$ cat config.mk
export PLATFORM = sky130hd
export DESIGN_NAME = url_component_locator
export DESIGN_NICKNAME = d
export VERILOG_FILES = /design/src/hdl/ucl_pkg.sv /design/src/hdl/url_component_locator.sv
export VERILOG_INCLUDE_DIRS = /design/src /design/src/hdl
export SDC_FILE = /design/constraint.sdc
export NUM_CORES = 1
export LEC_CHECK = 0
export BUFFER_PORTS_ARGS = -buffer_cell sky130_fd_sc_hd__buf_2
export CAP_MARGIN = 40
export CORE_UTILIZATION = 40
export CTS_BUF_LIST = sky130_fd_sc_hd__clkbuf_8
export DETAILED_ROUTE_END_ITERATION = 8
export HOLD_SLACK_MARGIN = 0.05
export PLACE_DENSITY = 0.69
export SYNTH_ARGS = -nofsm -noshare
export SYNTH_HDL_FRONTEND = slang
export SYNTH_SLANG_ARGS = --single-unit
$ cat constraint.sdc
create_clock -name clk -period 4.2 [get_ports clk]
set_clock_uncertainty 0.1 [all_clocks]
set_input_delay 0.63 -clock clk [delete_from_list [all_inputs] [get_ports clk]]
set_output_delay 0.63 -clock clk [all_outputs]
set_load 0.02 [all_outputs]
$ cat src/hdl/assert_macros.svh
// ---------------------------------------------------------------------------
// assert_macros.svh
// Assertion macros shared by the URL locator RTL. Empty when SYNTH is set.
// ---------------------------------------------------------------------------
`ifndef ASSERT_MACROS_SVH
`define ASSERT_MACROS_SVH
`ifndef SYNTH
// Check a property at every rising clk edge outside of reset.
`define UCL_ASSERT(lbl, prop) \
  lbl: assert property (@(posedge clk) disable iff (!rst_n) prop) \
    else $error("ucl assertion failed");
// Check that a condition never holds outside of reset.
`define UCL_NEVER(lbl, expr) \
  lbl: assert property (@(posedge clk) disable iff (!rst_n) !(expr)) \
    else $error("ucl forbidden condition seen");
`else
`define UCL_ASSERT(lbl, prop)
`define UCL_NEVER(lbl, expr)
`endif
`endif

$ cat src/hdl/ucl_pkg.sv
// ---------------------------------------------------------------------------
// ucl_pkg
// Widths, character codes and match patterns for the URL component locator.
// ---------------------------------------------------------------------------
package ucl_pkg;

  localparam int MAX_LEN = 1024;
  localparam int POS_W   = $clog2(MAX_LEN + 1);

  localparam logic [7:0] CH_SPACE = 8'h20;
  localparam logic [7:0] CH_SLASH = 8'h2f;
  localparam logic [7:0] CH_COLON = 8'h3a;
  localparam logic [7:0] CH_UP_A  = 8'h41;
  localparam logic [7:0] CH_UP_Z  = 8'h5a;
  localparam logic [7:0] CASE_BIT = 8'h20;

  localparam logic [1:0] KIND_HTTPS = 2'd0;
  localparam logic [1:0] KIND_HTTP  = 2'd1;
  localparam logic [1:0] KIND_NONE  = 2'd2;

  localparam logic [POS_W-1:0] HTTPS_LEN = POS_W'(8);
  localparam logic [POS_W-1:0] HTTP_LEN  = POS_W'(7);
  localparam logic [POS_W-1:0] WWW_LEN   = POS_W'(4);

  // www matcher codes: 0..3 = bytes matched so far
  localparam logic [2:0] WWW_DONE = 3'd4;
  localparam logic [2:0] WWW_FAIL = 3'd5;

  // separator matcher codes
  localparam logic [1:0] SEP_IDLE  = 2'd0;
  localparam logic [1:0] SEP_COLON = 2'd1;
  localparam logic [1:0] SEP_ONE   = 2'd2;
  localparam logic [1:0] SEP_DONE  = 2'd3;

  function automatic logic [7:0] https_char(input logic [2:0] idx);
    logic [7:0] c;
    case (idx)
      3'd0: c = "h";
      3'd1: c = "t";
      3'd2: c = "t";
      3'd3: c = "p";
      3'd4: c = "s";
      3'd5: c = ":";
      default: c = "/";
    endcase
    return c;
  endfunction

  function automatic logic [7:0] http_char(input logic [2:0] idx);
    logic [7:0] c;
    case (idx)
      3'd0: c = "h";
      3'd1: c = "t";
      3'd2: c = "t";
      3'd3: c = "p";
      3'd4: c = ":";
      default: c = "/";
    endcase
    return c;
  endfunction

  function automatic logic [7:0] www_char(input logic [1:0] idx);
    logic [7:0] c;
    case (idx)
      2'd3: c = ".";
      default: c = "w";
    endcase
    return c;
  endfunction

endpackage

$ cat src/hdl/url_component_locator.sv
// ---------------------------------------------------------------------------
// url_component_locator
// Streams a URL one byte per word and reports protocol, www, domain and path
// offsets of the space-trimmed text on the word flagged last_byte.
// ---------------------------------------------------------------------------
// Takes one byte every clock cycle while in_stall is low: each byte is
// captured in an input register and then folded into the match state by
// one level of shallow compare logic. A URL's result is registered once its
// last byte leaves the input register, and is held in the result register
// on out_valid until taken. in_stall rises only while a last byte waits
// behind a result that is still stalled; ordinary bytes keep flowing under
// an output stall. Offsets saturate at MAX_LEN bytes; too_long flags excess.
`include "assert_macros.svh"

module url_component_locator
  import ucl_pkg::*;
(
  input  logic             clk,
  input  logic             rst_n,
  input  logic             in_valid,
  output logic             in_stall,
  input  logic [7:0]       in_ch,
  input  logic             in_last_byte,
  output logic             out_valid,
  input  logic             out_stall,
  output logic [1:0]       out_protocol_kind,
  output logic             out_has_www,
  output logic [POS_W-1:0] out_domain_start,
  output logic [POS_W-1:0] out_domain_end,
  output logic [POS_W-1:0] out_path_start,
  output logic             out_path_found,
  output logic [POS_W-1:0] out_trimmed_length,
  output logic             out_secure,
  output logic             out_too_long
);

  // input register
  logic       s1_valid_r, s1_valid_nxt;
  logic [7:0] s1_ch_r;
  logic       s1_last_r;
  logic       in_accept;
  logic       s1_go;

  // match state
  logic [POS_W-1:0] pos_r, pos_nxt;
  logic             seen_r, seen_nxt;
  logic [POS_W-1:0] last_end_r, last_end_nxt;
  logic [1:0]       prefix_r, prefix_nxt;
  logic [1:0]       sep_st_r, sep_st_nxt;
  logic             sep_found_r, sep_found_nxt;
  logic [POS_W-1:0] origin_r, origin_nxt;
  logic [2:0]       www_st_r, www_st_nxt;
  logic             www_r, www_nxt;
  logic [POS_W-1:0] slash_pos_r, slash_pos_nxt;
  logic             slash_r, slash_nxt;
  logic             ovf_r, ovf_nxt;

  // result register
  logic             out_valid_r, out_valid_nxt;
  logic [1:0]       kind_r;
  logic             has_www_r;
  logic [POS_W-1:0] dstart_r, dend_r, pstart_r, len_r;
  logic             pfound_r, secure_r, too_long_r;

  logic [7:0]       c_low;
  logic             is_space, take, room;
  logic [1:0]       sep_calc;
  logic [POS_W-1:0] pos_inc;
  logic [1:0]       kind_nxt;

  assign in_stall  = s1_valid_r && s1_last_r && out_valid_r && out_stall;
  assign in_accept = in_valid && !in_stall;
  assign s1_go     = s1_valid_r && !in_stall;

  always_comb begin
    if (in_accept) begin
      s1_valid_nxt = 1'b1;
    end else if (s1_go) begin
      s1_valid_nxt = 1'b0;
    end else begin
      s1_valid_nxt = s1_valid_r;
    end
  end

  always_comb begin
    is_space = (s1_ch_r == CH_SPACE);
    c_low    = (s1_ch_r >= CH_UP_A && s1_ch_r <= CH_UP_Z) ? (s1_ch_r | CASE_BIT) : s1_ch_r;
    take     = !is_space || seen_r;
    room     = (pos_r < POS_W'(MAX_LEN));
    pos_inc  = pos_r + POS_W'(1);

    pos_nxt       = pos_r;
    seen_nxt      = seen_r || !is_space;
    last_end_nxt  = last_end_r;
    prefix_nxt    = prefix_r;
    sep_st_nxt    = sep_st_r;
    sep_found_nxt = sep_found_r;
    origin_nxt    = origin_r;
    www_st_nxt    = www_st_r;
    www_nxt       = www_r;
    slash_pos_nxt = slash_pos_r;
    slash_nxt     = slash_r;
    ovf_nxt       = ovf_r;
    sep_calc      = SEP_IDLE;

    if (take && room) begin
      if (pos_r < HTTPS_LEN && c_low != https_char(pos_r[2:0])) begin
        prefix_nxt[0] = 1'b1;
      end
      if (pos_r < HTTP_LEN && c_low != http_char(pos_r[2:0])) begin
        prefix_nxt[1] = 1'b1;
      end

      if (www_st_r < WWW_DONE) begin
        if (c_low == www_char(www_st_r[1:0])) begin
          www_st_nxt = www_st_r + 3'd1;
          if (www_st_r == WWW_DONE - 3'd1) begin
            www_nxt = 1'b1;
          end
        end else begin
          www_st_nxt = WWW_FAIL;
        end
      end

      if (!slash_r && c_low == CH_SLASH) begin
        slash_nxt     = 1'b1;
        slash_pos_nxt = pos_r;
      end

      if (!sep_found_r) begin
        if (c_low == CH_COLON) begin
          sep_calc = SEP_COLON;
        end else if (c_low == CH_SLASH && sep_st_r == SEP_COLON) begin
          sep_calc = SEP_ONE;
        end else if (c_low == CH_SLASH && sep_st_r == SEP_ONE) begin
          sep_calc = SEP_DONE;
        end
        if (sep_calc == SEP_DONE) begin
          // restart host search after the separator
          sep_found_nxt = 1'b1;
          sep_st_nxt    = SEP_IDLE;
          origin_nxt    = pos_inc;
          www_st_nxt    = 3'd0;
          www_nxt       = 1'b0;
          slash_nxt     = 1'b0;
          slash_pos_nxt = '0;
        end else begin
          sep_st_nxt = sep_calc;
        end
      end

      pos_nxt = pos_inc;
      if (!is_space) begin
        last_end_nxt = pos_inc;
      end
    end else if (take && !is_space) begin
      ovf_nxt = 1'b1;
    end

    if (last_end_nxt >= HTTPS_LEN && !prefix_nxt[0]) begin
      kind_nxt = KIND_HTTPS;
    end else if (last_end_nxt >= HTTP_LEN && !prefix_nxt[1]) begin
      kind_nxt = KIND_HTTP;
    end else begin
      kind_nxt = KIND_NONE;
    end
  end

  always_comb begin
    if (s1_go && s1_last_r) begin
      out_valid_nxt = 1'b1;
    end else if (!out_stall) begin
      out_valid_nxt = 1'b0;
    end else begin
      out_valid_nxt = out_valid_r;
    end
  end

  always_ff @(posedge clk) begin
    if (!rst_n) begin
      s1_valid_r  <= 1'b0;
      out_valid_r <= 1'b0;
    end else begin
      s1_valid_r  <= s1_valid_nxt;
      out_valid_r <= out_valid_nxt;
    end
  end

  always_ff @(posedge clk) begin
    if (in_accept) begin
      s1_ch_r   <= in_ch;
      s1_last_r <= in_last_byte;
    end
  end

  // match state: advance per byte, clear after the last byte of a URL
  always_ff @(posedge clk) begin
    if (!rst_n || (s1_go && s1_last_r)) begin
      pos_r       <= '0;
      seen_r      <= 1'b0;
      last_end_r  <= '0;
      prefix_r    <= 2'b00;
      sep_st_r    <= SEP_IDLE;
      sep_found_r <= 1'b0;
      origin_r    <= '0;
      www_st_r    <= 3'd0;
      www_r       <= 1'b0;
      slash_pos_r <= '0;
      slash_r     <= 1'b0;
      ovf_r       <= 1'b0;
    end else if (s1_go) begin
      pos_r       <= pos_nxt;
      seen_r      <= seen_nxt;
      last_end_r  <= last_end_nxt;
      prefix_r    <= prefix_nxt;
      sep_st_r    <= sep_st_nxt;
      sep_found_r <= sep_found_nxt;
      origin_r    <= origin_nxt;
      www_st_r    <= www_st_nxt;
      www_r       <= www_nxt;
      slash_pos_r <= slash_pos_nxt;
      slash_r     <= slash_nxt;
      ovf_r       <= ovf_nxt;
    end
  end

  always_ff @(posedge clk) begin
    if (s1_go && s1_last_r) begin
      kind_r     <= kind_nxt;
      has_www_r  <= www_nxt;
      dstart_r   <= www_nxt ? (origin_nxt + WWW_LEN) : origin_nxt;
      dend_r     <= slash_nxt ? slash_pos_nxt : last_end_nxt;
      pstart_r   <= slash_nxt ? slash_pos_nxt : '0;
      pfound_r   <= slash_nxt;
      len_r      <= last_end_nxt;
      secure_r   <= (kind_nxt == KIND_HTTPS) && www_nxt;
      too_long_r <= ovf_nxt;
    end
  end

  assign out_valid          = out_valid_r;
  assign out_protocol_kind  = kind_r;
  assign out_has_www        = has_www_r;
  assign out_domain_start   = dstart_r;
  assign out_domain_end     = dend_r;
  assign out_path_start     = pstart_r;
  assign out_path_found     = pfound_r;
  assign out_trimmed_length = len_r;
  assign out_secure         = secure_r;
  assign out_too_long       = too_long_r;

  `UCL_ASSERT(a_stall_only_on_last, in_stall |-> (s1_valid_r && s1_last_r && out_valid_r))
  `UCL_ASSERT(a_result_after_last, $rose(out_valid) |-> $past(s1_go && s1_last_r))
  `UCL_ASSERT(a_pos_covers_end, last_end_r <= pos_r && pos_r <= POS_W'(MAX_LEN))
  `UCL_ASSERT(a_path_in_text, (out_valid && out_path_found) |-> out_path_start < out_trimmed_length)
  `UCL_NEVER(a_sep_state_range, sep_st_r == SEP_DONE)
  `UCL_ASSERT(a_secure_means_https, (out_valid && out_secure) |-> (out_protocol_kind == KIND_HTTPS && out_has_www))

endmodule
==> impl_summary.log <==
INFO  metric run_status = finished, final reports clean
INFO  metric timing.fmax = 276 MHz
INFO  metric netlist-cell-type-count = 68
INFO  metric ant_nets = 0
INFO  metric die_x = 121 um
INFO  metric critical_path_endpoint_category = flop
INFO  metric vias = 4436
INFO  metric drt_drc_violations_left = 0
INFO  metric critical_path.startpoint = s1_ch_r[4]
INFO  metric fillCellCount = 1262
INFO  metric fp.dieH = 121 um
INFO  metric crit_arrival = 3.84 ns
INFO  metric cellInternalPower = 1.78 mW
INFO  metric grt_first_pass_wirelength = 20700 um
INFO  metric clock_tree.root_cell = sky130_fd_sc_hd__clkbuf_8
INFO  metric first_global_vias = 4142
INFO  metric max_cap_violations = 0
INFO  metric timing.reg2reg.worst_path_depth = 9
INFO  metric cts.sinks = 117
INFO  metric sw_frac_of_total = 0.236
INFO  metric synthesis.nets = 594
INFO  metric finalWirelength = 13000 um
INFO  metric routability_congestion_estimate = 0.878
INFO  metric synth_area = 5660 um2
INFO  metric synthArstFlopShare = 0
INFO  metric postCtsHoldBufs = 0
INFO  metric initial_core_util = 0.409
INFO  metric register_bit_count_reported_by_yosys = 117
INFO  metric r2r_end = out_domain_start[10]
INFO  metric post-route-min-period = 3.63 ns
INFO  metric place.detailed.hpwl = 9230 um
INFO  metric worstMarginPinSlew = 0.899 ns
INFO  metric drtIter0Drc = 393
INFO  metric cp-endpoint = out_domain_start[10]
INFO  metric ctsLongestPathBuffers = 2
INFO  metric ys.flop_type = sky130_fd_sc_hd__edfxtp_1
INFO  metric min_period_over_period = 0.864
INFO  metric max-slew-margin-rel = 0.397
INFO  metric grt_setup_unrepaired = false
INFO  metric netlist_instances = 573
INFO  metric synth-edff-count = 59
INFO  metric die_area = 14600 um2
INFO  metric post_detailed_route_via_to_cell_ratio = 5.46
INFO  metric power.switching = 0.550 mW
INFO  metric vdd.ir_drop.worst = 0.144 mV
INFO  metric criticalPathCategory = reg -> reg
INFO  metric start_kind = flop
INFO  metric power.density_cell_area = 363 nW/um2
INFO  metric yosysSeqAreaShare = 0.518
INFO  metric sequentialPowerShare = 0.535
INFO  metric comb_power_share = 0.061
INFO  metric clock_latency = 0.45 ns
INFO  metric gr-total-overflow = 0
INFO  metric areaGrowthSynthToFinish = 13.4%
INFO  metric antenna_found_initial = 0
INFO  metric drt-pass1-iter-count = 5
INFO  metric placed_cells = 780
INFO  metric worstPathRequired = 4.41 ns
INFO  metric setup_viol = 0
INFO  metric fin_tns_setup = 0 ns
INFO  metric ys_warn_count = 0
INFO  metric cts_post_setup_buffers_inserted = 0
INFO  metric pwr-share-clk = 0.404
INFO  metric cts.reportedPaths.clkPinSlew = 0.06 ns
INFO  metric cts-buffers-inserted = 17
INFO  metric hold_viol = 0
INFO  metric regToRegStartpoint = s1_ch_r[4]
INFO  metric critical_path_peak_fanout = 14
INFO  metric diodes = 0
INFO  metric post_drt_wl_per_cell = 16.0 um
INFO  metric finalNonFillerCells = 812
INFO  metric avgSynthCellArea = 9.88 um2
INFO  metric io_pins = 65
INFO  metric finalNetCount = 640
INFO  metric overall_routing_resource_usage = 0.186
INFO  metric num_rows = 43
INFO  metric resize_count_post_cts = 0
INFO  metric min_delay_path_class = in -> reg
INFO  metric grt_max_degree = 51
INFO  metric fp.coreArea = 13800 um2
INFO  metric regToRegSetupSlack = 0.57 ns
INFO  metric cellLeakagePower = 2.34 nW
INFO  metric htree_num_levels = 4
INFO  metric slew_viol_final = 0
INFO  metric io_buffers = 64
INFO  metric cts_tree = yes
INFO  metric post_route_cells_drive_above_1_share = 0.190
==> power by group through the flow <==
stage	Sequential, mW	Clock (mW)	Combinational (mW)
after floorplan	1.27	0	0.104
after global placement	1.27	0	0.135
after detailed placement	1.27	0	0.142
after CTS	1.24	0.955	0.143
after global routing	1.25	1.01	0.155
final	1.25	0.940	0.142
==> metrics by stage <==
| step | total power [mW] | util | worst slack [ns] | hold WS, ns | instance area (um2) |
|---|---|---|---|---|---|
| finish | 2.33 | 0.464 | 0.571 | 0.256 | 6420 |
| global route | 2.41 | 0.464 | 0.335 | 0.233 | 6420 |
| CTS | 2.34 | 0.464 | 0.606 | 0.233 | 6420 |
| detailed placement | 1.41 | 0.438 | 0.621 | 0.354 | 6060 |
| global placement | 1.40 | 0.436 | 0.842 | 0.341 | 6030 |
| floorplan | 1.37 | - | 1.12 | 0.334 | 5660 |
==> Yosys cell counts, types with 3 or more instances <==
library cell / number / area (um2)
sky130_fd_sc_hd__xnor2_1: 18 / 158
sky130_fd_sc_hd__dfxtp_1: 58 / 1160
sky130_fd_sc_hd__o211ai_1: 4 / 30.0
sky130_fd_sc_hd__nor2_1: 75 / 282
sky130_fd_sc_hd__or3_1: 8 / 50.1
sky130_fd_sc_hd__clkbuf_1: 20 / 75.1
sky130_fd_sc_hd__edfxtp_1: 59 / 1770
sky130_fd_sc_hd__ha_1: 8 / 100
sky130_fd_sc_hd__mux2i_1: 3 / 30.0
sky130_fd_sc_hd__buf_4: 4 / 30.0
sky130_fd_sc_hd__or4_1: 4 / 30.0
sky130_fd_sc_hd__a21oi_1: 25 / 125
sky130_fd_sc_hd__o221ai_1: 3 / 26.3
sky130_fd_sc_hd__nor2b_1: 4 / 25.0
sky130_fd_sc_hd__a21o_1: 4 / 30.0
sky130_fd_sc_hd__a31oi_1: 4 / 25.0
sky130_fd_sc_hd__o31ai_1: 3 / 22.5
sky130_fd_sc_hd__buf_2: 12 / 60.1
sky130_fd_sc_hd__nand3_1: 11 / 55.1
sky130_fd_sc_hd__and4b_1: 3 / 30.0
sky130_fd_sc_hd__nand4_1: 9 / 56.3
sky130_fd_sc_hd__a211oi_1: 8 / 60.1
sky130_fd_sc_hd__mux2_2: 5 / 56.3
sky130_fd_sc_hd__xor2_1: 3 / 26.3
sky130_fd_sc_hd__nor4_1: 5 / 31.3
sky130_fd_sc_hd__o21a_1: 5 / 37.5
sky130_fd_sc_hd__and3_1: 8 / 50.1
sky130_fd_sc_hd__o21ai_0: 15 / 75.1
sky130_fd_sc_hd__nor3_1: 17 / 85.1
sky130_fd_sc_hd__a22oi_1: 20 / 150
sky130_fd_sc_hd__nor4_4: 3 / 63.8
sky130_fd_sc_hd__nand2_1: 66 / 248
sky130_fd_sc_hd__and2_1: 8 / 50.1
sky130_fd_sc_hd__inv_1: 14 / 52.6
sky130_fd_sc_hd__o21ai_1: 12 / 60.1
sky130_fd_sc_hd__buf_6: 4 / 45.0
==> cells by family after synthesis <==
logic type | share of synthesized area
flip-flops | 0.518
XOR/XNOR | 0.0325
multiplexers | 0.0206
AO/OA/AOI/OAI | 0.150
buffers and inverters | 0.0484
AND/OR/NAND/NOR | 0.213
adder cells (fa/ha/maj) | 0.0177
==> cells in the final DEF, fill, tap and decap left out, types with 3 or more instances in the layout <==
cell / Yosys / final
sky130_fd_sc_hd__nor2_1: 75 / 75
sky130_fd_sc_hd__nand2_1: 66 / 66
sky130_fd_sc_hd__buf_2: 12 / 64
sky130_fd_sc_hd__edfxtp_1: 59 / 59
sky130_fd_sc_hd__dfxtp_1: 58 / 58
sky130_fd_sc_hd__a21oi_1: 25 / 24
sky130_fd_sc_hd__a22oi_1: 20 / 20
sky130_fd_sc_hd__inv_1: 14 / 18
sky130_fd_sc_hd__xnor2_1: 18 / 18
sky130_fd_sc_hd__nor3_1: 17 / 17
sky130_fd_sc_hd__clkbuf_8: 0 / 17
sky130_fd_sc_hd__o21ai_0: 15 / 15
sky130_fd_sc_hd__o21ai_1: 12 / 12
sky130_fd_sc_hd__nand3_1: 11 / 11
sky130_fd_sc_hd__nand4_1: 9 / 9
sky130_fd_sc_hd__and2_1: 8 / 8
sky130_fd_sc_hd__or3_1: 8 / 8
sky130_fd_sc_hd__and3_1: 8 / 8
sky130_fd_sc_hd__a211oi_1: 8 / 8
sky130_fd_sc_hd__ha_1: 8 / 8
sky130_fd_sc_hd__mux2_2: 5 / 5
sky130_fd_sc_hd__o21a_1: 5 / 5
sky130_fd_sc_hd__nor4_1: 5 / 5
sky130_fd_sc_hd__a21o_1: 4 / 4
sky130_fd_sc_hd__nor2b_1: 4 / 4
sky130_fd_sc_hd__a31oi_1: 4 / 4
sky130_fd_sc_hd__or4_1: 4 / 4
sky130_fd_sc_hd__o211ai_1: 4 / 4
sky130_fd_sc_hd__clkinv_2: 0 / 4
sky130_fd_sc_hd__buf_4: 4 / 4
sky130_fd_sc_hd__nor4_4: 3 / 3
sky130_fd_sc_hd__o221ai_1: 3 / 3
sky130_fd_sc_hd__and4b_1: 3 / 3
sky130_fd_sc_hd__mux2i_1: 3 / 3
sky130_fd_sc_hd__xor2_1: 3 / 3
sky130_fd_sc_hd__o31ai_1: 3 / 3
sky130_fd_sc_hd__clkinvlp_4: 0 / 3
==> worst min-delay path by stage <==
stage,cells after the start,from,end,slack [ns]
after global routing,1,in_ch[2],s1_ch_r[2],0.23
after CTS,1,in_ch[2],s1_ch_r[2],0.23
final,1,in_ch[2],s1_ch_r[2],0.26
after floorplan,2,last_end_r[0],last_end_r[0],0.33
after global placement,2,last_end_r[4],last_end_r[4],0.34
after detailed placement,2,last_end_r[4],last_end_r[4],0.35
==> state kept, by name, indices dropped and copies added (netlist names), 3 cells and up <==
name / count
last_end_r: 11
origin_r: 11
out_domain_end: 11
out_domain_start: 11
out_path_start: 11
out_trimmed_length: 11
pos_r: 11
s1_ch_r: 8
slash_pos_r: 11
www_st_r: 3
==> worst max-delay path, cell delays in order, from the launching register on <==
cell and delay, ns:
sky130_fd_sc_hd__edfxtp_1 0.58, sky130_fd_sc_hd__or4b_1 0.65, sky130_fd_sc_hd__nor3b_2 0.35, sky130_fd_sc_hd__nand2_1 0.38, sky130_fd_sc_hd__o21ai_1 0.36, sky130_fd_sc_hd__ha_1 0.29, sky130_fd_sc_hd__nand3_1 0.12, sky130_fd_sc_hd__nor2_1 0.12
sky130_fd_sc_hd__or4b_1 0.45, sky130_fd_sc_hd__nand3_1 0.10
==> metal layers <==
| metal | vias up | wire [um] | track usage | part of all wire |
|---|---|---|---|---|
| li1 | 2173 | - | - | - |
| met1 | 2099 | 5550 | 0.229 | 0.43 |
| met2 | 140 | 6330 | 0.306 | 0.49 |
| met3 | 24 | 822 | 0.0536 | 0.063 |
| met4 | 0 | 321 | 0.0741 | 0.025 |
| met5 | - | 0 | 0 | 0 |
==> cell type report <==
cell class | count | area, um2 | area share
Timing Repair Buffer | 69 | 378 | 0.0589
Inverter | 15 | 56.3 | 0.00877
Multi-Input combinational cell | 399 | 2470 | 0.384
Clock inverter | 15 | 125 | 0.0195
Tap cell | 180 | 225 | 0.0351
Sequential cell | 117 | 2930 | 0.457
Clock buffer | 17 | 234 | 0.0365
No activity file was read; power rests on OpenSTA's default activity.
